<file path="config.mk">
export PLATFORM = sky130hd
export DESIGN_NAME = programming_track_request_handshake
export DESIGN_NICKNAME = d
export VERILOG_FILES = /design/src/ptrh_pkg.sv /design/src/ptrh_front.sv /design/src/ptrh_cmdq.sv /design/src/ptrh_back.sv /design/src/programming_track_request_handshake.sv
export SDC_FILE = /design/constraint.sdc
export NUM_CORES = 1
export LEC_CHECK = 0
export ABC_AREA = 1
export BUFFER_PORTS_ARGS = -buffer_cell sky130_fd_sc_hd__buf_4
export CAP_MARGIN = 20
export CORE_MARGIN = 4
export CORE_UTILIZATION = 57
export DETAILED_ROUTE_END_ITERATION = 16
export GPL_TIMING_DRIVEN = 0
export HOLD_SLACK_MARGIN = 0.05
export PLACE_DENSITY = 0.76
export SLEW_MARGIN = 0
export SYNTH_ARGS = -nofsm -noshare
export SYNTH_HDL_FRONTEND = slang
export SYNTH_SLANG_ARGS = --single-unit
</file>
<file path="constraint.sdc">
create_clock -name clock -period 3.1 [get_ports clock]
set_clock_uncertainty 0.05 [all_clocks]
set_input_delay 0.62 -clock clock [delete_from_list [all_inputs] [get_ports clock]]
set_output_delay 0.62 -clock clock [all_outputs]
set_load 0.005 [all_outputs]
</file>
<file path="src/ptrh_pkg.sv">
// Shared types and constants for the programming track request handshake block.
// Holds the message codes, result and command encodings used by every module.
// No dependencies.
`default_nettype none

package ptrh_pkg;

   // Default depth of the pending request queue.
   localparam int QUEUE_DEPTH_DEFAULT = 8;

   // Depth of the command queue between the classifier and the sequencer.
   localparam int CMDQ_DEPTH = 2;

   // Bus message codes.
   localparam logic [7:0] OPC_LONG_ACK  = 8'hB4;
   localparam logic [7:0] OPC_SLOT_READ = 8'hE7;
   localparam logic [6:0] ACK_LOPC_PROG = 7'h7F;
   localparam logic [6:0] ACK_CODE_ACCEPTED = 7'h01;
   localparam logic [6:0] ACK_CODE_BLIND_OK = 7'h40;
   localparam logic [6:0] ACK_CODE_BUSY     = 7'h00;
   localparam logic [6:0] SLOT_PROGRAMMER   = 7'h7C;

   // Programmer status flag positions in a slot reply.
   localparam int STAT_NO_DECODER   = 0;
   localparam int STAT_NO_WRITE_ACK = 1;
   localparam int STAT_READ_ACK_BAD = 2;
   localparam int STAT_ABORTED      = 3;

   // Bit of the CV-high byte that carries data bit 7.
   localparam int CVH_DATA7_BIT = 1;

   // Request operations on the input channel.
   localparam logic OP_SUBMIT  = 1'b0;
   localparam logic OP_MESSAGE = 1'b1;

   typedef enum logic [1:0] {
      RSP_SEND    = 2'd0,
      RSP_DONE    = 2'd1,
      RSP_REFUSED = 2'd2
   } rsp_kind_type;

   typedef enum logic [2:0] {
      RSN_SUCCESS    = 3'd0,
      RSN_BUSY       = 3'd1,
      RSN_NOT_IMPL   = 3'd2,
      RSN_NO_DECODER = 3'd3,
      RSN_NO_WR_ACK  = 3'd4,
      RSN_RD_ACK_BAD = 3'd5,
      RSN_ABORTED    = 3'd6
   } reason_type;

   // Classified work for the sequencer.
   typedef enum logic [1:0] {
      CMD_SUBMIT    = 2'd0,  // queue or start a request
      CMD_ACK_SLOT  = 2'd1,  // acknowledge: now wait for the slot reply
      CMD_ACK_DONE  = 2'd2,  // acknowledge that completes the request
      CMD_SLOT_DONE = 2'd3   // slot reply that completes the request
   } cmd_kind_type;

   typedef struct packed {
      cmd_kind_type kind;
      logic [7:0]   tag;
      reason_type   reason;
      logic [7:0]   data;
   } cmd_type;

   typedef struct packed {
      rsp_kind_type kind;
      logic [7:0]   tag;
      reason_type   reason;
      logic [7:0]   data;
      logic         last;
   } rsp_type;

endpackage

`default_nettype wire

</file>
<file path="src/ptrh_front.sv">
// Front end: classifies each accepted item into a sequencer command.
// Bus messages that can never match a waiting request are dropped here.
// Depends on ptrh_pkg.
`default_nettype none

module ptrh_front (
   input  wire logic             op,
   input  wire logic [7:0]       request_tag,
   input  wire logic [7:0]       msg_opcode,
   input  wire logic [6:0]       ack_lopc,
   input  wire logic [6:0]       ack_code,
   input  wire logic [6:0]       slot_number,
   input  wire logic [6:0]       prog_status,
   input  wire logic [6:0]       data_low7,
   input  wire logic [6:0]       cv_high,
   output ptrh_pkg::cmd_type     cmd,
   output logic                  keep
);
   import ptrh_pkg::*;

   always_comb begin
      cmd.kind   = CMD_SUBMIT;
      cmd.tag    = request_tag;
      cmd.reason = RSN_SUCCESS;
      cmd.data   = 8'd0;
      keep       = 1'b0;
      if (op == OP_SUBMIT) begin
         keep = 1'b1;
      end else if (msg_opcode == OPC_LONG_ACK && ack_lopc == ACK_LOPC_PROG) begin
         keep = 1'b1;
         case (ack_code)
            ACK_CODE_ACCEPTED: cmd.kind = CMD_ACK_SLOT;
            ACK_CODE_BLIND_OK: begin
               cmd.kind   = CMD_ACK_DONE;
               cmd.reason = RSN_SUCCESS;
            end
            ACK_CODE_BUSY: begin
               cmd.kind   = CMD_ACK_DONE;
               cmd.reason = RSN_BUSY;
            end
            default: begin
               cmd.kind   = CMD_ACK_DONE;
               cmd.reason = RSN_NOT_IMPL;
            end
         endcase
      end else if (msg_opcode == OPC_SLOT_READ && slot_number == SLOT_PROGRAMMER) begin
         keep     = 1'b1;
         cmd.kind = CMD_SLOT_DONE;
         // Status flags are checked lowest bit first.
         if (prog_status[STAT_NO_DECODER]) begin
            cmd.reason = RSN_NO_DECODER;
         end else if (prog_status[STAT_NO_WRITE_ACK]) begin
            cmd.reason = RSN_NO_WR_ACK;
         end else if (prog_status[STAT_READ_ACK_BAD]) begin
            cmd.reason = RSN_RD_ACK_BAD;
         end else if (prog_status[STAT_ABORTED]) begin
            cmd.reason = RSN_ABORTED;
         end else begin
            cmd.reason = RSN_SUCCESS;
            cmd.data   = {cv_high[CVH_DATA7_BIT], data_low7};
         end
      end
   end

endmodule

`default_nettype wire

</file>
<file path="src/ptrh_cmdq.sv">
// Short command queue between the classifier and the sequencer.
// Lets the input side keep taking items while the sequencer is stalled.
// Depends on ptrh_pkg.
`default_nettype none

module ptrh_cmdq (
   input  wire logic          clock,
   input  wire logic          reset,
   input  wire logic          push_valid,
   output logic               push_ready,
   input  wire ptrh_pkg::cmd_type push_cmd,
   output logic               pop_valid,
   input  wire logic          pop_ready,
   output ptrh_pkg::cmd_type  pop_cmd
);
   import ptrh_pkg::*;

   localparam int PTR_W = (CMDQ_DEPTH > 1) ? $clog2(CMDQ_DEPTH) : 1;
   localparam int CNT_W = $clog2(CMDQ_DEPTH + 1);

   cmd_type          entry_ff [CMDQ_DEPTH];
   logic [PTR_W-1:0] wr_ptr_ff, wr_ptr_in;
   logic [PTR_W-1:0] rd_ptr_ff, rd_ptr_in;
   logic [CNT_W-1:0] count_ff, count_in;
   logic             do_push, do_pop;

   assign push_ready = (count_ff != CNT_W'(CMDQ_DEPTH));
   assign pop_valid  = (count_ff != '0);
   assign pop_cmd    = entry_ff[rd_ptr_ff];
   assign do_push    = push_valid && push_ready;
   assign do_pop     = pop_valid && pop_ready;

   always_comb begin
      wr_ptr_in = wr_ptr_ff;
      rd_ptr_in = rd_ptr_ff;
      count_in  = count_ff;
      if (do_push) begin
         wr_ptr_in = (wr_ptr_ff == PTR_W'(CMDQ_DEPTH - 1)) ? '0 : wr_ptr_ff + 1'b1;
      end
      if (do_pop) begin
         rd_ptr_in = (rd_ptr_ff == PTR_W'(CMDQ_DEPTH - 1)) ? '0 : rd_ptr_ff + 1'b1;
      end
      if (do_push && !do_pop) begin
         count_in = count_ff + 1'b1;
      end else if (do_pop && !do_push) begin
         count_in = count_ff - 1'b1;
      end
   end

   always_ff @(posedge clock) begin
      if (reset) begin
         wr_ptr_ff <= '0;
         rd_ptr_ff <= '0;
         count_ff  <= '0;
      end else begin
         wr_ptr_ff <= wr_ptr_in;
         rd_ptr_ff <= rd_ptr_in;
         count_ff  <= count_in;
      end
   end

   always_ff @(posedge clock) begin
      if (do_push) begin
         entry_ff[wr_ptr_ff] <= push_cmd;
      end
   end

endmodule

`default_nettype wire

</file>
<file path="src/ptrh_back.sv">
// Back end: runs one programming request at a time, keeps the pending tag
// queue and drives the registered result stage. Depends on ptrh_pkg.
`default_nettype none

module ptrh_back #(
   parameter int QUEUE_DEPTH = ptrh_pkg::QUEUE_DEPTH_DEFAULT
) (
   input  wire logic          clock,
   input  wire logic          reset,
   input  wire logic          cmd_valid,
   output logic               cmd_ready,
   input  wire ptrh_pkg::cmd_type cmd,
   output logic               rsp_valid,
   input  wire logic          rsp_ready,
   output ptrh_pkg::rsp_type  rsp
);
   import ptrh_pkg::*;

   localparam int PTR_W = (QUEUE_DEPTH > 1) ? $clog2(QUEUE_DEPTH) : 1;
   localparam int CNT_W = $clog2(QUEUE_DEPTH + 1);

   typedef enum logic [1:0] {
      PH_IDLE      = 2'd0,
      PH_WAIT_ACK  = 2'd1,
      PH_WAIT_SLOT = 2'd2
   } phase_type;

   typedef enum logic {
      ST_RUN,   // take the next command
      ST_NEXT   // issue the send for the queued request at the head
   } step_type;

   logic [7:0]       pending_ff [QUEUE_DEPTH];
   logic [7:0]       head_tag_ff;
   logic             mem_we;

   step_type         step_ff, step_in;
   phase_type        phase_ff, phase_in;
   logic [7:0]       cur_tag_ff, cur_tag_in;
   logic [PTR_W-1:0] head_ff, head_in;
   logic [PTR_W-1:0] tail_ff, tail_in;
   logic [CNT_W-1:0] count_ff, count_in;
   logic             rsp_valid_ff, rsp_valid_in;
   rsp_type          rsp_ff, rsp_in;
   logic             load_ok;
   logic             finish;
   reason_type       fin_reason;
   logic [7:0]       fin_data;

   assign load_ok   = !rsp_valid_ff || rsp_ready;
   assign cmd_ready = (step_ff == ST_RUN) && load_ok;
   assign rsp_valid = rsp_valid_ff;
   assign rsp       = rsp_ff;

   always_comb begin
      step_in      = step_ff;
      phase_in     = phase_ff;
      cur_tag_in   = cur_tag_ff;
      head_in      = head_ff;
      tail_in      = tail_ff;
      count_in     = count_ff;
      rsp_valid_in = rsp_valid_ff && !rsp_ready;
      rsp_in       = rsp_ff;
      mem_we       = 1'b0;
      finish       = 1'b0;
      fin_reason   = cmd.reason;
      fin_data     = 8'd0;

      case (step_ff)
         ST_RUN: begin
            if (cmd_valid && load_ok) begin
               case (cmd.kind)
                  CMD_SUBMIT: begin
                     if (phase_ff != PH_WAIT_ACK && phase_ff != PH_WAIT_SLOT) begin
                        // The queue is always empty when idle: start at once.
                        cur_tag_in   = cmd.tag;
                        phase_in     = PH_WAIT_ACK;
                        rsp_valid_in = 1'b1;
                        rsp_in       = '{RSP_SEND, cmd.tag, RSN_SUCCESS, 8'd0, 1'b1};
                     end else if (count_ff >= CNT_W'(QUEUE_DEPTH)) begin
                        rsp_valid_in = 1'b1;
                        rsp_in       = '{RSP_REFUSED, cmd.tag, RSN_SUCCESS, 8'd0, 1'b1};
                     end else begin
                        mem_we   = 1'b1;
                        tail_in  = (tail_ff == PTR_W'(QUEUE_DEPTH - 1)) ?
                                   '0 : tail_ff + 1'b1;
                        count_in = count_ff + 1'b1;
                     end
                  end
                  CMD_ACK_SLOT: begin
                     if (phase_ff == PH_WAIT_ACK) begin
                        phase_in = PH_WAIT_SLOT;
                     end
                  end
                  CMD_ACK_DONE: begin
                     finish = (phase_ff == PH_WAIT_ACK);
                  end
                  CMD_SLOT_DONE: begin
                     finish   = (phase_ff == PH_WAIT_SLOT);
                     fin_data = cmd.data;
                  end
                  default: ;
               endcase

               if (finish) begin
                  rsp_valid_in = 1'b1;
                  rsp_in       = '{RSP_DONE, cur_tag_ff, fin_reason, fin_data,
                                   count_ff == '0};
                  if (count_ff == '0) begin
                     phase_in = PH_IDLE;
                  end else begin
                     step_in = ST_NEXT;
                  end
               end
            end
         end
         ST_NEXT: begin
            if (load_ok) begin
               cur_tag_in   = head_tag_ff;
               phase_in     = PH_WAIT_ACK;
               head_in      = (head_ff == PTR_W'(QUEUE_DEPTH - 1)) ? '0 : head_ff + 1'b1;
               count_in     = count_ff - 1'b1;
               rsp_valid_in = 1'b1;
               rsp_in       = '{RSP_SEND, head_tag_ff, RSN_SUCCESS, 8'd0, 1'b1};
               step_in      = ST_RUN;
            end
         end
         default: step_in = ST_RUN;
      endcase
   end

   always_ff @(posedge clock) begin
      if (reset) begin
         step_ff      <= ST_RUN;
         phase_ff     <= PH_IDLE;
         cur_tag_ff   <= '0;
         head_ff      <= '0;
         tail_ff      <= '0;
         count_ff     <= '0;
         rsp_valid_ff <= 1'b0;
      end else begin
         step_ff      <= step_in;
         phase_ff     <= phase_in;
         cur_tag_ff   <= cur_tag_in;
         head_ff      <= head_in;
         tail_ff      <= tail_in;
         count_ff     <= count_in;
         rsp_valid_ff <= rsp_valid_in;
      end
      rsp_ff <= rsp_in;
   end

   // Pending tag memory: one write port at the tail, registered read at the head.
   always_ff @(posedge clock) begin
      if (mem_we) begin
         pending_ff[tail_ff] <= cmd.tag;
      end
      head_tag_ff <= pending_ff[head_ff];
   end

endmodule

`default_nettype wire

</file>
<file path="src/programming_track_request_handshake.sv">
// Top level of the service-mode programming request handshake controller.
// Instantiates ptrh_front, ptrh_cmdq and ptrh_back; depends on ptrh_pkg.
`default_nettype none

// Programming requests are submitted by tag (req_tuser = 0) and run one at a
// time; bus messages (req_tuser = 1) drive the running request forward. Each
// started request produces a send transfer on the rsp channel; a long
// acknowledge for the programmer either completes it or moves it on to wait
// for the programmer slot reply, whose status flags decide the completion
// reason. A completion is immediately followed by the send transfer of the
// next queued request, if any, and rsp_tlast marks the last transfer caused
// by one input. A submit into a full queue gets a single refused transfer.
// Messages that do not fit the current wait are dropped without a result.
// The input side accepts one transfer per cycle while the two-entry command
// queue has room; the sequencer handles one command per cycle while its
// result register can be loaded, except that a completion with a queued
// follower passes through ST_NEXT to send the queued tag. A result waiting
// on rsp_tready does not stop the input side until the command queue fills.
// There is no configuration and no clearing pass after reset.

module programming_track_request_handshake #(
   parameter int QUEUE_DEPTH = ptrh_pkg::QUEUE_DEPTH_DEFAULT
) (
   input  wire logic        clock,
   input  wire logic        reset,
   input  wire logic        req_tvalid,
   output logic             req_tready,
   // req_tdata from bit 0: request_tag[7:0], msg_opcode[15:8], ack_lopc[22:16],
   // ack_code[29:23], slot_number[36:30], prog_status[43:37],
   // data_low7[50:44], cv_high[57:51], zero fill [63:58]
   input  wire logic [63:0] req_tdata,
   // req_tuser: op (0 submit request, 1 bus message)
   input  wire logic        req_tuser,
   output logic             rsp_tvalid,
   input  wire logic        rsp_tready,
   // rsp_tdata from bit 0: out_tag[7:0], completion_reason[10:8],
   // read_data[18:11], zero fill [23:19]
   output logic [23:0]      rsp_tdata,
   // rsp_tuser: out_kind[1:0] (0 send, 1 completed, 2 refused)
   output logic [1:0]       rsp_tuser,
   // rsp_tlast: last result caused by one input
   output logic             rsp_tlast
);
   import ptrh_pkg::*;

   cmd_type front_cmd;
   logic    front_keep;
   logic    q_push_ready;
   logic    q_pop_valid;
   logic    q_pop_ready;
   cmd_type q_pop_cmd;
   rsp_type back_rsp;

   ptrh_front u_front (
      .op          (req_tuser),
      .request_tag (req_tdata[7:0]),
      .msg_opcode  (req_tdata[15:8]),
      .ack_lopc    (req_tdata[22:16]),
      .ack_code    (req_tdata[29:23]),
      .slot_number (req_tdata[36:30]),
      .prog_status (req_tdata[43:37]),
      .data_low7   (req_tdata[50:44]),
      .cv_high     (req_tdata[57:51]),
      .cmd         (front_cmd),
      .keep        (front_keep)
   );

   // Dropped messages are still taken from the bus, so ready only follows
   // the queue.
   assign req_tready = q_push_ready;

   ptrh_cmdq u_cmdq (
      .clock      (clock),
      .reset      (reset),
      .push_valid (req_tvalid && front_keep),
      .push_ready (q_push_ready),
      .push_cmd   (front_cmd),
      .pop_valid  (q_pop_valid),
      .pop_ready  (q_pop_ready),
      .pop_cmd    (q_pop_cmd)
   );

   ptrh_back #(
      .QUEUE_DEPTH (QUEUE_DEPTH)
   ) u_back (
      .clock     (clock),
      .reset     (reset),
      .cmd_valid (q_pop_valid),
      .cmd_ready (q_pop_ready),
      .cmd       (q_pop_cmd),
      .rsp_valid (rsp_tvalid),
      .rsp_ready (rsp_tready),
      .rsp       (back_rsp)
   );

   assign rsp_tdata = {5'd0, back_rsp.data, back_rsp.reason, back_rsp.tag};
   assign rsp_tuser = back_rsp.kind;
   assign rsp_tlast = back_rsp.last;

endmodule

`default_nettype wire
</file>
**Word level (Yosys, flattened, before mapping)**

Memory sizes are Yosys's and may differ from the RTL's. A register that Yosys moved wholly into a read port is not among the register bits.
Index checks and enable logic that the tools add are counted.

- Input port bits: 69
- Logic and storage cells: 160
- Register bits: 48
- Memories kept: 2
- RAM bits: 106

Memories:

| memory | words | width | read ports | clocked after Yosys merged registers in | wr ports | RTL line | RTL |
|---|---|---|---|---|---|---|---|
| u_back.pending_ff | 8 | 8 | 1 | 1 | 1 | ptrh_back.sv:33 | `logic [7:0] pending_ff [QUEUE_DEPTH];` |
| u_cmdq.entry_ff | 2 | 21 | 1 | 1 | 1 | ptrh_cmdq.sv:21 | `cmd_type entry_ff [CMDQ_DEPTH];` |

- Add/sub/neg operators: 8
- Equal/unequal tests: 24
- $lt $le $gt $ge: 1
- Bitwise logic cells: 3
- Reductions and logical operators: 28
- Muxes and demuxes: 79

Operator list:

| operator | number |
|---|---|
| 22-bit two-way mux | 6 |
| 8-bit two-way mux | 10 |
| 22-bit case mux with 2 select lines | 1 |
| 1-bit two-way mux | 28 |
| 2-bit two-way mux | 12 |
| 11-bit two-way mux | 2 |
| 7-bit equality test, second input constant | 3 |
| 3-bit two-way mux | 7 |
| 4-bit two-way mux | 5 |
| 8-bit equality test, second input constant | 2 |
| 2-bit inequality test, second input constant | 8 |
| 8-bit case mux with 2 select lines | 1 |
| 2-bit case mux with 2 select lines | 3 |
| 1-bit logical AND | 11 |
| 5-bit AND reduction | 2 |
| 4-bit case mux with 2 select lines | 1 |
| 4-bit AND reduction | 2 |
| 7-bit by 1-bit equality test with 1-bit output, second input constant | 1 |
| 7-bit logical NOT | 1 |
| 3-bit by 1-bit adder with 3-bit output, second input constant | 2 |
| 2-bit equality test, second input constant | 3 |
| 3-bit equality test, second input constant | 2 |
| 1-bit case mux with 2 select lines | 3 |
| 4-bit by 1-bit adder with 4-bit output, second input constant | 1 |
| other kinds (17) | 26 |

**Logic depth before layout (Yosys ltp)**

Gate-level depths: netlist of run 1.

- Word-level depth: 11
- Depth in mapped cells: 13
- Depth with buffers taken out: 13

**Cells and area by module**

A second synthesis of run 1 with hierarchy kept.

- Cell total of the unflattened synthesis: 675
- Area total of the unflattened synthesis: 7,313.3 µm²

Modules (own cells, without submodules):

| module | area an instance (µm²) | instances | cells an instance |
|---|---|---|---|
| ptrh_back | 4,927.2 | 1 | 480 |
| ptrh_cmdq | 1,841.8 | 1 | 102 |
| ptrh_front | 495.5 | 1 | 85 |
| programming_track_request_handshake | 48.8 | 1 | 8 |

**Worst setup path after synthesis of run 1**

Ideal clock, no wire load.

- Kind: input-to-reg
- Start: input port req_tdata[10]
- End: memory u_cmdq.entry_ff[0][0] (netlist name) (enable)
- Data required time: 2.651 ns
- Stages on the path: 8
- Arrival: 2.071 ns
- Buffers on the path: 0
- Slack: 0.581 ns
- Cell sequence: inv_1 nor2_1 nand2_1 nor2_1 nand2_1 nand3_1 nand2_1 nor2_1

- Word-level cells in the longest chain between the ends: 9

RTL lines:

| what | RTL line | RTL |
|---|---|---|
| start, declared | programming_track_request_handshake.sv:31 | `input wire logic [63:0] req_tdata,` |
| 8-bit equality test | ptrh_front.sv:46 | `end else if (msg_opcode == OPC_SLOT_READ && slot_number == SLOT_PROGRAMMER) begin` |
| 1-bit logical AND | ptrh_front.sv:46 |  |
| 1-bit two-way mux | ptrh_front.sv:46 |  |
| 1-bit two-way mux * | ptrh_front.sv:29 | `end else if (msg_opcode == OPC_LONG_ACK && ack_lopc == ACK_LOPC_PROG) begin` |
| 1-bit two-way mux * | ptrh_front.sv:27 | `if (op == OP_SUBMIT) begin` |
| 1-bit logical AND * | programming_track_request_handshake.sv:75 | `.push_valid (req_tvalid && front_keep),` |
| 1-bit logical AND * | ptrh_cmdq.sv:30 | `assign do_push = push_valid && push_ready;` |
| 1-bit two-way mux * | ptrh_cmdq.sv:63 | `if (do_push) begin` |
| 1-bit two-way mux (not written as such) * | ptrh_cmdq.sv:64 | `entry_ff[wr_ptr_ff] <= push_cmd;` |
| end, declared | ptrh_cmdq.sv:21 |  |

Mark *: on every way between the ends. The rest lies on a longest branch, timed or not.

**Worst setup path in the final report of run 1**

- Start: register u_back.phase_ff[1]
- End: memory u_back.pending_ff[3][3] (enable)

- Word-level cells in the longest chain between the ends: 8

RTL lines:

| what | RTL line | RTL |
|---|---|---|
| start, declared | ptrh_back.sv:38 | `phase_type phase_ff, phase_in;` |
| start signal, assigned | ptrh_back.sv:143 | `phase_ff <= phase_in;` |
| 2-bit by 1-bit inequality test with 1-bit output or 2-bit inequality test (tied branches) | ptrh_back.sv:74 | `if (phase_ff != PH_WAIT_ACK && phase_ff != PH_WAIT_SLOT) begin` |
| 1-bit logical AND * | ptrh_back.sv:74 |  |
| 1-bit two-way mux * | ptrh_back.sv:74 |  |
| 1-bit two-way mux * | ptrh_back.sv:72 | `case (cmd.kind)` |
| 1-bit two-way mux * | ptrh_back.sv:71 | `if (cmd_valid && load_ok) begin` |
| 1-bit two-way mux * | ptrh_back.sv:69 | `case (step_ff)` |
| 1-bit two-way mux * | ptrh_back.sv:155 | `if (mem_we) begin` |
| 1-bit two-way mux (not written as such) * | ptrh_back.sv:156 | `pending_ff[tail_ff] <= cmd.tag;` |
| end, declared | ptrh_back.sv:33 |  |

Marked as above.

==> impl_metrics.csv, run 1 <==
group,metric,value,unit
clock_network,insertion_delay,0.42,ns
setup_path,cp.required,3.10,ns
yosys,synth.ff_latch_count,163,
job,cap_violations,0,
yosys,yosys.area.top_type,"edfxtp_1",
global_route,grtUsageMet1,0.267,
floorplanning,start_util,0.592,
floorplanning,fp.dieW,118,um
setup_path,r2r_start,"u_back.phase_ff[1]$_SDFFE_PP0P_",
layout,final_cell_mix,"nand2_1, edfxtp_1, nor2_1",
sta,period_share,0.845,
yosys,postSynthAreaPerCell,10.6,um^2
global_route,use_met2,0.360,
yosys,synth_top_area_share,0.559,
pwr,total_power,6.31,mW
yosys,synth_area_leaders,"edfxtp_1, dfxtp_1, nand2_1, nor2_1, a21oi_1",
global_route,antenna_found_initial,0,
yosys,synth_edf_count,128,
floorplanning,row_count,39,
layout,num_antenna_cells,0,
routing,drcViolationCount,0,
global_route,overflow,0,
yosys,synth_ff_type,"edfxtp_1",
yosys,seq_area_frac_synth,0.660,
setup_path,arrival,2.62,ns
outcome,status,"finished clean",
setup_path,startpoint_type,"flop",
pwr,pwr_density_cell,763,nW/um^2
setup_path,crit_path_end,"u_back.pending_ff[3][3]$_DFFE_PP_",
place,port_buffers,77,
routing,vias,4886,
global_route,use_met3,0.0442,
place,place_congestion,0.974,
routing,drt_iter0_drc,459,
sta,hold_viol_final,0,
clock_network,clkSinkCount,163,
setup_path,end_kind,"flop",
pwr,max-vdd-ir-drop,0.454,mV
setup_path,r2r-end,"u_back.pending_ff[3][3]$_DFFE_PP_",
yosys,postSynthCellCount,652,
sta,report.final.slew_viol_count,0,
yosys,synth.distinct_cells,36,
setup_path,cp_max_fo,10,
clock_network,cts_hold_buf,0,
clock_network,post_cts_resized,0,
setup_path,critPathSlowestCell,"nor2_1",
clock_network,cts_tree,"yes",
floorplanning,fp.dieArea,13900,um^2
layout,final_layout_size_suffix_gt1_frac,0.175,
setup_path,r2r_cells,9,
setup_path,cp.buffers_inverters,3,
yosys,yosys_warnings,0,
global_route,grt_pass1_vias,4859,
setup_path,startpoint,"u_back.phase_ff[1]$_SDFFE_PP0P_",
pwr,leakagePower,3.25,nW
setup_path,max_stage_delay,0.59,ns
global_route,top_usage_layer,"met2",
clock_network,clk_pin_slew,0.06,ns
layout,final_area,8270,um^2
routing,vias_per_cell,5.38,
global_route,grt_first_pass_wirelength,23.3,mm
routing,routed_wl,14.1,mm
place,place_inst,877,
routing,wl_per_cell,15.5,um
floorplanning,ioPinCount,98,
clock_network,clockRootBuffer,"clkbuf_16",
layout,syn2layout_area_growth,20.1,%
routing,antenna_left,0,
floorplanning,coreArea,11600,um^2
sta,period_minus_slack,2.62,ns
setup_path,cp.depth,9,
global_route,grt_start_max_net_pins,23,
floorplanning,die_h,118,um
yosys,async_reset_ff_frac,0,
clock_network,cts_buffers,17,
setup_path,crit_chain,"inv_1 > ha_1 > nand2_1 > nor3_1 > nand2_1 > buf_2 > inv_2 > nand2_2 > nor2_1",
layout,nets,835,
sta,rsz0062_at_grt,"no",
layout,stdcell_count,909,
setup_path,critPathTopFamily,"simple AND/OR/NAND/NOR gates",
min_path,holdCritPathClass,"primary input to flop",
clock_network,clockBufferDepth,2,
clock_network,cts_setup_buffers,0,
setup_path,path_class,"flop to flop",
place,detailed_place_hpwl,9.93,mm
yosys,synth_area,6880,um^2
global_route,grt_util_all_layers,0.214,
setup_path,cpMostUsedCell,"nand2_1",
layout,final_common_cell,"nand2_1",
clock_network,h-tree-depth,4,
setup_path,rrSetupSlack,0.48,ns
place,post_dp_cell_area,7670,um^2
routing,drt_first_pass_iters,5,
sta,slew_headroom,0.335,
sta,worstMarginPinSlew,0.995,ns
sta,max_freq,382,MHz
sta,setup_viol,0,
[metal layers]
metal	part of all wire	wire length (um)
met1	0.42	5990
met2	0.49	6930
met3	0.059	839
met4	0.025	348
met5	0	0
[worst reg2reg max path: stages (launching register included)]
cell,delay (ns)
dfxtp_1,0.43
inv_1,0.10
ha_1,0.35
nand2_1,0.10
nor3_1,0.17
nand2_1,0.11
buf_2,0.20
inv_2,0.08
nand2_2,0.07
nor2_1,0.59
[worst min-delay path by stage]
stage          cells past startpoint  slack, ns                     startpoint                               end
2_1_floorplan                      1       0.38  u_cmdq.rd_ptr_ff$_SDFFE_PP0P_                              flop
3_3_place_gp                       1       0.39  u_cmdq.rd_ptr_ff$_SDFFE_PP0P_     u_cmdq.rd_ptr_ff$_SDFFE_PP0P_
3_5_place_dp                       1       0.40  u_cmdq.rd_ptr_ff$_SDFFE_PP0P_                              flop
4_1_cts                            1       0.31                   req_tdata[7]  u_cmdq.entry_ff[1][18]$_DFFE_PP_
5_1_grt                            1       0.32                   req_tdata[7]  u_cmdq.entry_ff[1][18]$_DFFE_PP_
6_report                           2       0.33                          reset    u_back.head_ff[0]$_SDFFE_PP0P_
[sequential cells by signal, indices dropped and copies added (netlist names), 3 cells and up, named ones only]
register	count
u_back.pending_ff	64
u_cmdq.entry_ff	42
u_back.rsp	22
u_back.cur_tag_ff	8
u_back.head_tag_ff	8
u_back.count_ff	4
u_back.head_ff	3
u_back.tail_ff	3
[per-stage QoR]
| step | hold slack (ns) | setup slack [ns] | setup TNS (ns) | util |
|---|---|---|---|---|
| after floorplan | 0.375 | 0.581 | 0 | - |
| after detailed placement | 0.397 | 0.363 | 0 | 0.660 |
| after global routing | 0.319 | 0.223 | 0 | 0.712 |
| after CTS | 0.312 | 0.479 | 0 | 0.712 |
| after global placement | 0.385 | -0.214 | -4.47 | 0.659 |
| final | 0.330 | 0.479 | 0 | 0.712 |
[kinds of logic after synthesis]
group	after synthesis	synth area share
AOI/OAI and AO/OA	99	0.0851
xor gates and xnor gates	4	0.00509
adders and majority gates	13	0.0247
buffers and inverters	72	0.0438
DFF	163	0.660
other	1	0.000545
and+or+nand+nor	300	0.180
[cell type report]
| class | instances | area (um^2) |
|---|---|---|
| tap | 143 | 179 |
| inverter | 43 | 161 |
| timing repair buffer | 78 | 593 |
| fill | 838 | 3350 |
| clock inverter | 12 | 129 |
| multi-input combinational | 421 | 2050 |
| clock buffer | 20 | 467 |
| buffer | 29 | 140 |
| sequential | 163 | 4540 |
[cells in the mapped netlist (all sizes together), types with 2 or more instances]
master    n
o21ai    36
nand3    21
nor3b     8
clkinv    2
inv      41
o32ai    16
nand2   164
a21oi    35
dfxtp    35
ha       12
or2       2
buf      13
clkbuf   16
o211ai    9
nor3      6
a21boi    2
nor2     97
xnor2     3
nor4      2
edfxtp  128
[power breakdown]
group | switching (mW) | internal [mW] | total (mW)
Sequential | 0.116 | 2.78 | 2.89
Clock | 0.826 | 1.25 | 2.07
Combinational | 0.871 | 0.470 | 1.34
Total | 1.81 | 4.50 | 6.31
Power figures use the tool's default switching activity.
==> run 2: changes to the inputs <==
Clock period 3.1 ns to 2.5 ns, I/O delays scaled along.
==> run 2 against run 1 <==
Clock-buffer cell count unchanged; global-route usage grew 0.075 points; core utilization rose by 0.72 points; cell count increased by 0.22%; combinational power grew 28%; die area did not move; flip-flop and latch count unchanged; critical path depth did not move; fmax rose by 9.9%; register-to-register slack got worse by 0.36 ns; total power increased by 25%.
==> impl_metrics.csv, run 2 (synthesis gave the netlist of run 1 again) <==
group,metric,value,unit
layout,largest_register_ffs,64,
routing,drt_iter0_drc,456,
global_route,grt_pass1_vias,4867,
pwr,pwr_density_cell,941,nW/um^2
layout,nets,837,
clock_network,cts_tree,"yes",
layout,final_util,0.719,
sta,fin_ws,0.114,ns
min_path,holdCritPathClass,"primary input to flop",
floorplanning,coreArea,11600,um^2
layout,num_antenna_cells,0,
sta,rsz0062_at_grt,"yes",
setup_path,cp_max_fo,10,
sta,period_minus_slack,2.39,ns
routing,vias,4932,
routing,wl_per_cell,15.6,um
layout,final_cell_mix,"nand2_1, edfxtp_1, nor2_1",
floorplanning,start_util,0.592,
global_route,antenna_found_initial,0,
layout,final_common_cell,"nand2_1",
layout,stdcell_count,911,
clock_network,clk_pin_slew,0.06,ns
floorplanning,fp.dieW,118,um
setup_path,rrSetupSlack,0.11,ns
min_path,hp-start,"reset",
floorplanning,row_count,39,
setup_path,cp.required,2.51,ns
floorplanning,die_h,118,um
place,pre_cts_slack,-0.117,ns
layout,final_layout_size_suffix_gt1_frac,0.189,
job,cap_violations,0,
outcome,status,"finished clean",
sta,max_freq,419,MHz
routing,antenna_left,0,
place,post_dp_cell_area,7670,um^2
sta,report.final.slew_viol_count,0,
clock_network,h-tree-depth,4,
place,port_buffers,77,
routing,routed_wl,14.2,mm
layout,multi_input_area,2090,um^2
routing,drt_first_pass_iters,5,
layout,top_register,"u_back.pending_ff",
routing,drcViolationCount,0,
global_route,grt_first_pass_wirelength,23.4,mm
pwr,total_power,7.85,mW
sta,slew_headroom,0.451,
place,place_inst,877,
setup_path,startpoint_type,"flop",
setup_path,arrival,2.40,ns
floorplanning,ioPinCount,98,
routing,vias_per_cell,5.41,
clock_network,insertion_delay,0.42,ns
setup_path,startpoint,"u_back.phase_ff[0]$_SDFFE_PP0P_",
sta,setup_viol,0,
layout,seqCellArea,4550,um^2
global_route,grt_start_max_net_pins,23,
clock_network,clockRootBuffer,"clkbuf_16",
setup_path,path_class,"flop to flop",
sta,period_share,0.954,
floorplanning,fp.dieArea,13900,um^2
clock_network,cts_hold_buf,0,
layout,final_area,8350,um^2
sta,worstMarginPinSlew,0.822,ns
place,place_congestion,0.974,
setup_path,end_kind,"flop",
layout,fillers,824,
setup_path,r2r_start,"u_back.phase_ff[0]$_SDFFE_PP0P_",
global_route,grt_util_all_layers,0.214,
clock_network,cts_buffers,17,
global_route,overflow,0,
place,detailed_place_hpwl,9.93,mm
clock_network,clkSinkCount,163,
clock_network,clockBufferDepth,2,
pwr,leakagePower,3.30,nW
sta,hold_viol_final,0,
layout,syn2layout_area_growth,21.3,%
pwr,max-vdd-ir-drop,0.560,mV
## run 2: power breakdown
part / switching, mW / internal (mW) / total (mW)
Clock: 1.02 / 1.55 / 2.56
Combinational: 1.11 / 0.600 / 1.71
Sequential: 0.144 / 3.44 / 3.59
Total: 2.26 / 5.59 / 7.85
## run 2: path summary, 6_finish.rpt
kind	end	depth (start not counted)
worst max-delay path	u_back.pending_ff[3][3]$_DFFE_PP_	9
worst min-delay path	u_back.head_ff[0]$_SDFFE_PP0P_	2
worst max register to register	u_back.pending_ff[3][3]$_DFFE_PP_	9
worst min register to register	flop	1
## run 2: metrics by stage
step / setup TNS, ns / hold slack, ns
5_1_grt: -1.21 / 0.199
6_report: 0 / 0.211
2_1_floorplan: 0 / 0.375
3_5_place_dp: -5.54 / 0.397
4_1_cts: 0 / 0.192
3_3_place_gp: -15.60 / 0.385
## run 2: cell type report
| type | count | share of cell area |
|---|---|---|
| Buffer | 29 | 0.0168 |
| Sequential cell | 163 | 0.544 |
| Inverter | 43 | 0.0193 |
| Tap cell | 143 | 0.0214 |
| Multi-Input combinational cell | 421 | 0.251 |
| Clock inverter | 12 | 0.0154 |
| Clock buffer | 20 | 0.0559 |
| Timing Repair Buffer | 80 | 0.0758 |
## run 2: timing repair
| item | 4_1_cts | 5_1_grt |
|---|---|---|
| hold endpoints to repair | 0 | 0 |
| setup buffers | 0 | 2 |
| gates resized for setup | 7 | 4 |
| setup endpoints to repair | 48 | 80 |
| cloned | 0 | 0 |
| pin swaps | 0 | 2 |
## run 2: routing by layer
metal | vias up | global-route usage | wire, um
met5 | - | 0 | 0
met4 | 0 | 0.0945 | 362
met3 | 31 | 0.0442 | 1000
met2 | 180 | 0.361 | 7030
met1 | 2283 | 0.268 | 5820
li1 | 2438 | - | -
## run 2: critical path: stages (launching register included)
cell and delay (ns):
dfxtp_1 0.39, inv_1 0.13, ha_4 0.30, nand2_1 0.08, nor3_1 0.17, nand2_1 0.11, buf_2 0.21, inv_2 0.08
nand2_2 0.10, nor2_2 0.39
==> run 3: changes to the inputs <==
Settings changed: CORE_UTILIZATION 57 to 58, PLACE_DENSITY 0.76 to 0.77, SYNTH_HIERARCHICAL from default to 1.
==> run 3 against run 2 <==
Non-clock buffer count grew 5; synthesized cell count grew 3.5%; critical path depth shrank 2; fmax is essentially flat; total power grew 3.3%; largest power group unchanged; combinational power grew 15%; sequential power shrank 3%; flip-flop and latch count is the same; synthesized area grew 6.3%.
==> impl_metrics.csv, run 3 <==
group,metric,value,unit
outcome,status,"finished clean",
yosys,synth_top_area_share,0.526,
pwr,pwr_density_cell,905,nW/um^2
setup_path,path_class,"flop to flop",
floorplanning,fp.dieW,120,um
floorplanning,row_count,40,
routing,antenna_left,0,
clock_network,clk_pin_slew,0.06,ns
yosys,yosys_warnings,6,
setup_path,arrival,2.41,ns
layout,final_cell_mix,"edfxtp_1, nand2_1, nor2_1",
layout,final_layout_size_suffix_gt1_frac,0.273,
place,post_dp_cell_area,8100,um^2
yosys,synthTopCellsByCount,"edfxtp_1, nand2_1, nor2_1, o21ai_0, inv_1",
place,place_congestion,0.854,
layout,final_util,0.738,
sta,fin_ws,0.114,ns
clock_network,cts_tree,"yes",
min_path,holdCritPathClass,"primary input to flop",
pwr,max-vdd-ir-drop,0.416,mV
sta,period_share,0.955,
yosys,synth_area_leaders,"edfxtp_1, dfxtp_1, nand2_1, nor2_1, mux2_4",
routing,drt_iter0_drc,622,
sta,rsz0062_at_grt,"no",
clock_network,clkSinkCount,163,
floorplanning,fp.dieArea,14500,um^2
clock_network,clockRootBuffer,"clkbuf_16",
layout,num_antenna_cells,0,
routing,vias_per_cell,5.64,
sta,max_freq,419,MHz
global_route,grt_first_pass_wirelength,26.6,mm
routing,wl_per_cell,17.5,um
clock_network,insertion_delay,0.43,ns
pwr,total_power,8.12,mW
sta,report.final.slew_viol_count,0,
routing,wl_met3,1.27,mm
global_route,grt_util_all_layers,0.237,
floorplanning,die_h,120,um
sta,slew_headroom,0.558,
min_path,hp-start,"req_tdata[1]",
layout,syn2layout_area_growth,22.7,%
sta,hold_viol_final,0,
yosys,postSynthAreaPerCell,10.8,um^2
floorplanning,coreArea,12200,um^2
yosys,synth_area,7310,um^2
setup_path,cp.required,2.52,ns
setup_path,end_kind,"flop",
yosys,yosys.area.top_type,"edfxtp_1",
global_route,grt_pass1_vias,5426,
yosys,synth.ff_latch_count,163,
global_route,overflow,0,
routing,routed_wl,16.8,mm
routing,drt_first_pass_iters,7,
clock_network,cts_buffers,17,
layout,nets,860,
yosys,synth_edf_count,128,
place,port_buffers,69,
routing,top_layer_used,"met4",
global_route,grt_start_max_net_pins,23,
routing,drcViolationCount,0,
layout,fillers,760,
routing,drt-met1-wl,6.34,mm
routing,wl_met2,8.55,mm
place,detailed_place_hpwl,10.8,mm
clock_network,clockBufferDepth,2,
yosys,synth.most_common_cell,"edfxtp_1",
floorplanning,start_util,0.601,
clock_network,h-tree-depth,4,
floorplanning,ioPinCount,98,
setup_path,startpoint_type,"flop",
pwr,leakagePower,3.59,nW
layout,top_register,"u_back/pending_ff",
setup_path,cp_max_fo,10,
layout,final_common_cell,"edfxtp_1",
yosys,synth.distinct_cells,39,
clock_network,cts_hold_buf,0,
routing,vias,5409,
sta,period_minus_slack,2.39,ns
yosys,synth_ff_type,"edfxtp_1",
sta,setup_viol,0,
yosys,async_reset_ff_frac,0,
layout,largest_register_ffs,64,
yosys,seq_area_frac_synth,0.621,
yosys,postSynthCellCount,675,
sta,hold_ws,0.203,ns
layout,final_area,8970,um^2
sta,worstMarginPinSlew,0.663,ns
global_route,antenna_found_initial,0,
job,cap_violations,0,
place,pre_cts_slack,-0.713,ns
-- run 3: cell types whose count changed after synthesis, sizes merged, moves of 8 or more --
cell	previous run	this run
mux2	0	21
a21oi	35	20
o32ai	16	0
nor2	97	111
nand2	164	136
o21ai	36	63
buf	13	21
-- run 3: worst paths after layout --
path / to / slack, ns / cells past startpoint
hold / removal: u_cmdq/entry_ff[0][12]$_DFFE_PP_ / 0.20 / 1
setup reg to reg: u_back/pending_ff[1][0]$_DFFE_PP_ / 0.11 / 7
hold reg to reg: u_back/cur_tag_ff[0]$_SDFFE_PP0P_ / 0.42 / 2
setup / recovery: u_back/pending_ff[1][0]$_DFFE_PP_ / 0.11 / 7
-- run 3: what timing repair did --
item                       CTS  global route
setup endpoints to repair   86            89
setup buffers                4             4
gates resized for setup     21            10
pin swaps                    2             5
-- run 3: worst max-delay path: stages, from the launching register on --
cell     delay (ns)
dfxtp_2        0.39
buf_8          0.18
mux2_4         0.36
nor2_2         0.15
nand2_1        0.12
nor2_4         0.21
nand2_4        0.17
nor3_4         0.39
-- run 3: stage by stage --
step / std cells / setup TNS (ns)
after floorplan: 679 / -3.65
after global placement: 916 / -64.94
after detailed placement: 919 / -40.99
after CTS: 955 / 0
after global routing: 959 / 0
final: 959 / 0
-- run 3: where the power goes --
part / leakage, nW / total (mW) / internal [mW] / switching, mW
Combinational: 1.84 / 1.96 / 0.756 / 1.20
Sequential: 1.45 / 3.50 / 3.35 / 0.155
Clock: 0.299 / 2.66 / 1.58 / 1.08
-- run 3: final cells by class --
| class | count | area, um^2 | area share |
|---|---|---|---|
| buffer | 34 | 231 | 0.0258 |
| clock buffer | 17 | 425 | 0.0474 |
| clock inverter | 15 | 180 | 0.0201 |
| inverter | 49 | 189 | 0.0211 |
| multi-input combinational | 433 | 2500 | 0.278 |
| sequential | 163 | 4550 | 0.507 |
| tap | 168 | 210 | 0.0234 |
| timing repair buffer | 80 | 691 | 0.0770 |
-- run 3: per-layer routing --
metal / track usage / vias to the layer above
li1: - / 2491
met1: 0.276 / 2601
met2: 0.414 / 263
met3: 0.0594 / 54
met4: 0.106 / 0
met5: 0 / -
-- run 3: cells by family after synthesis --
kind of cell,count (synthesis),synth area share
buf+inv,83,0.0565
flops,163,0.621
compound gates,92,0.0686
other cells,1,0.000513
mux,21,0.0426
simple gates,301,0.186
xor+xnor,1,0.00120
fa+ha+maj,13,0.0233
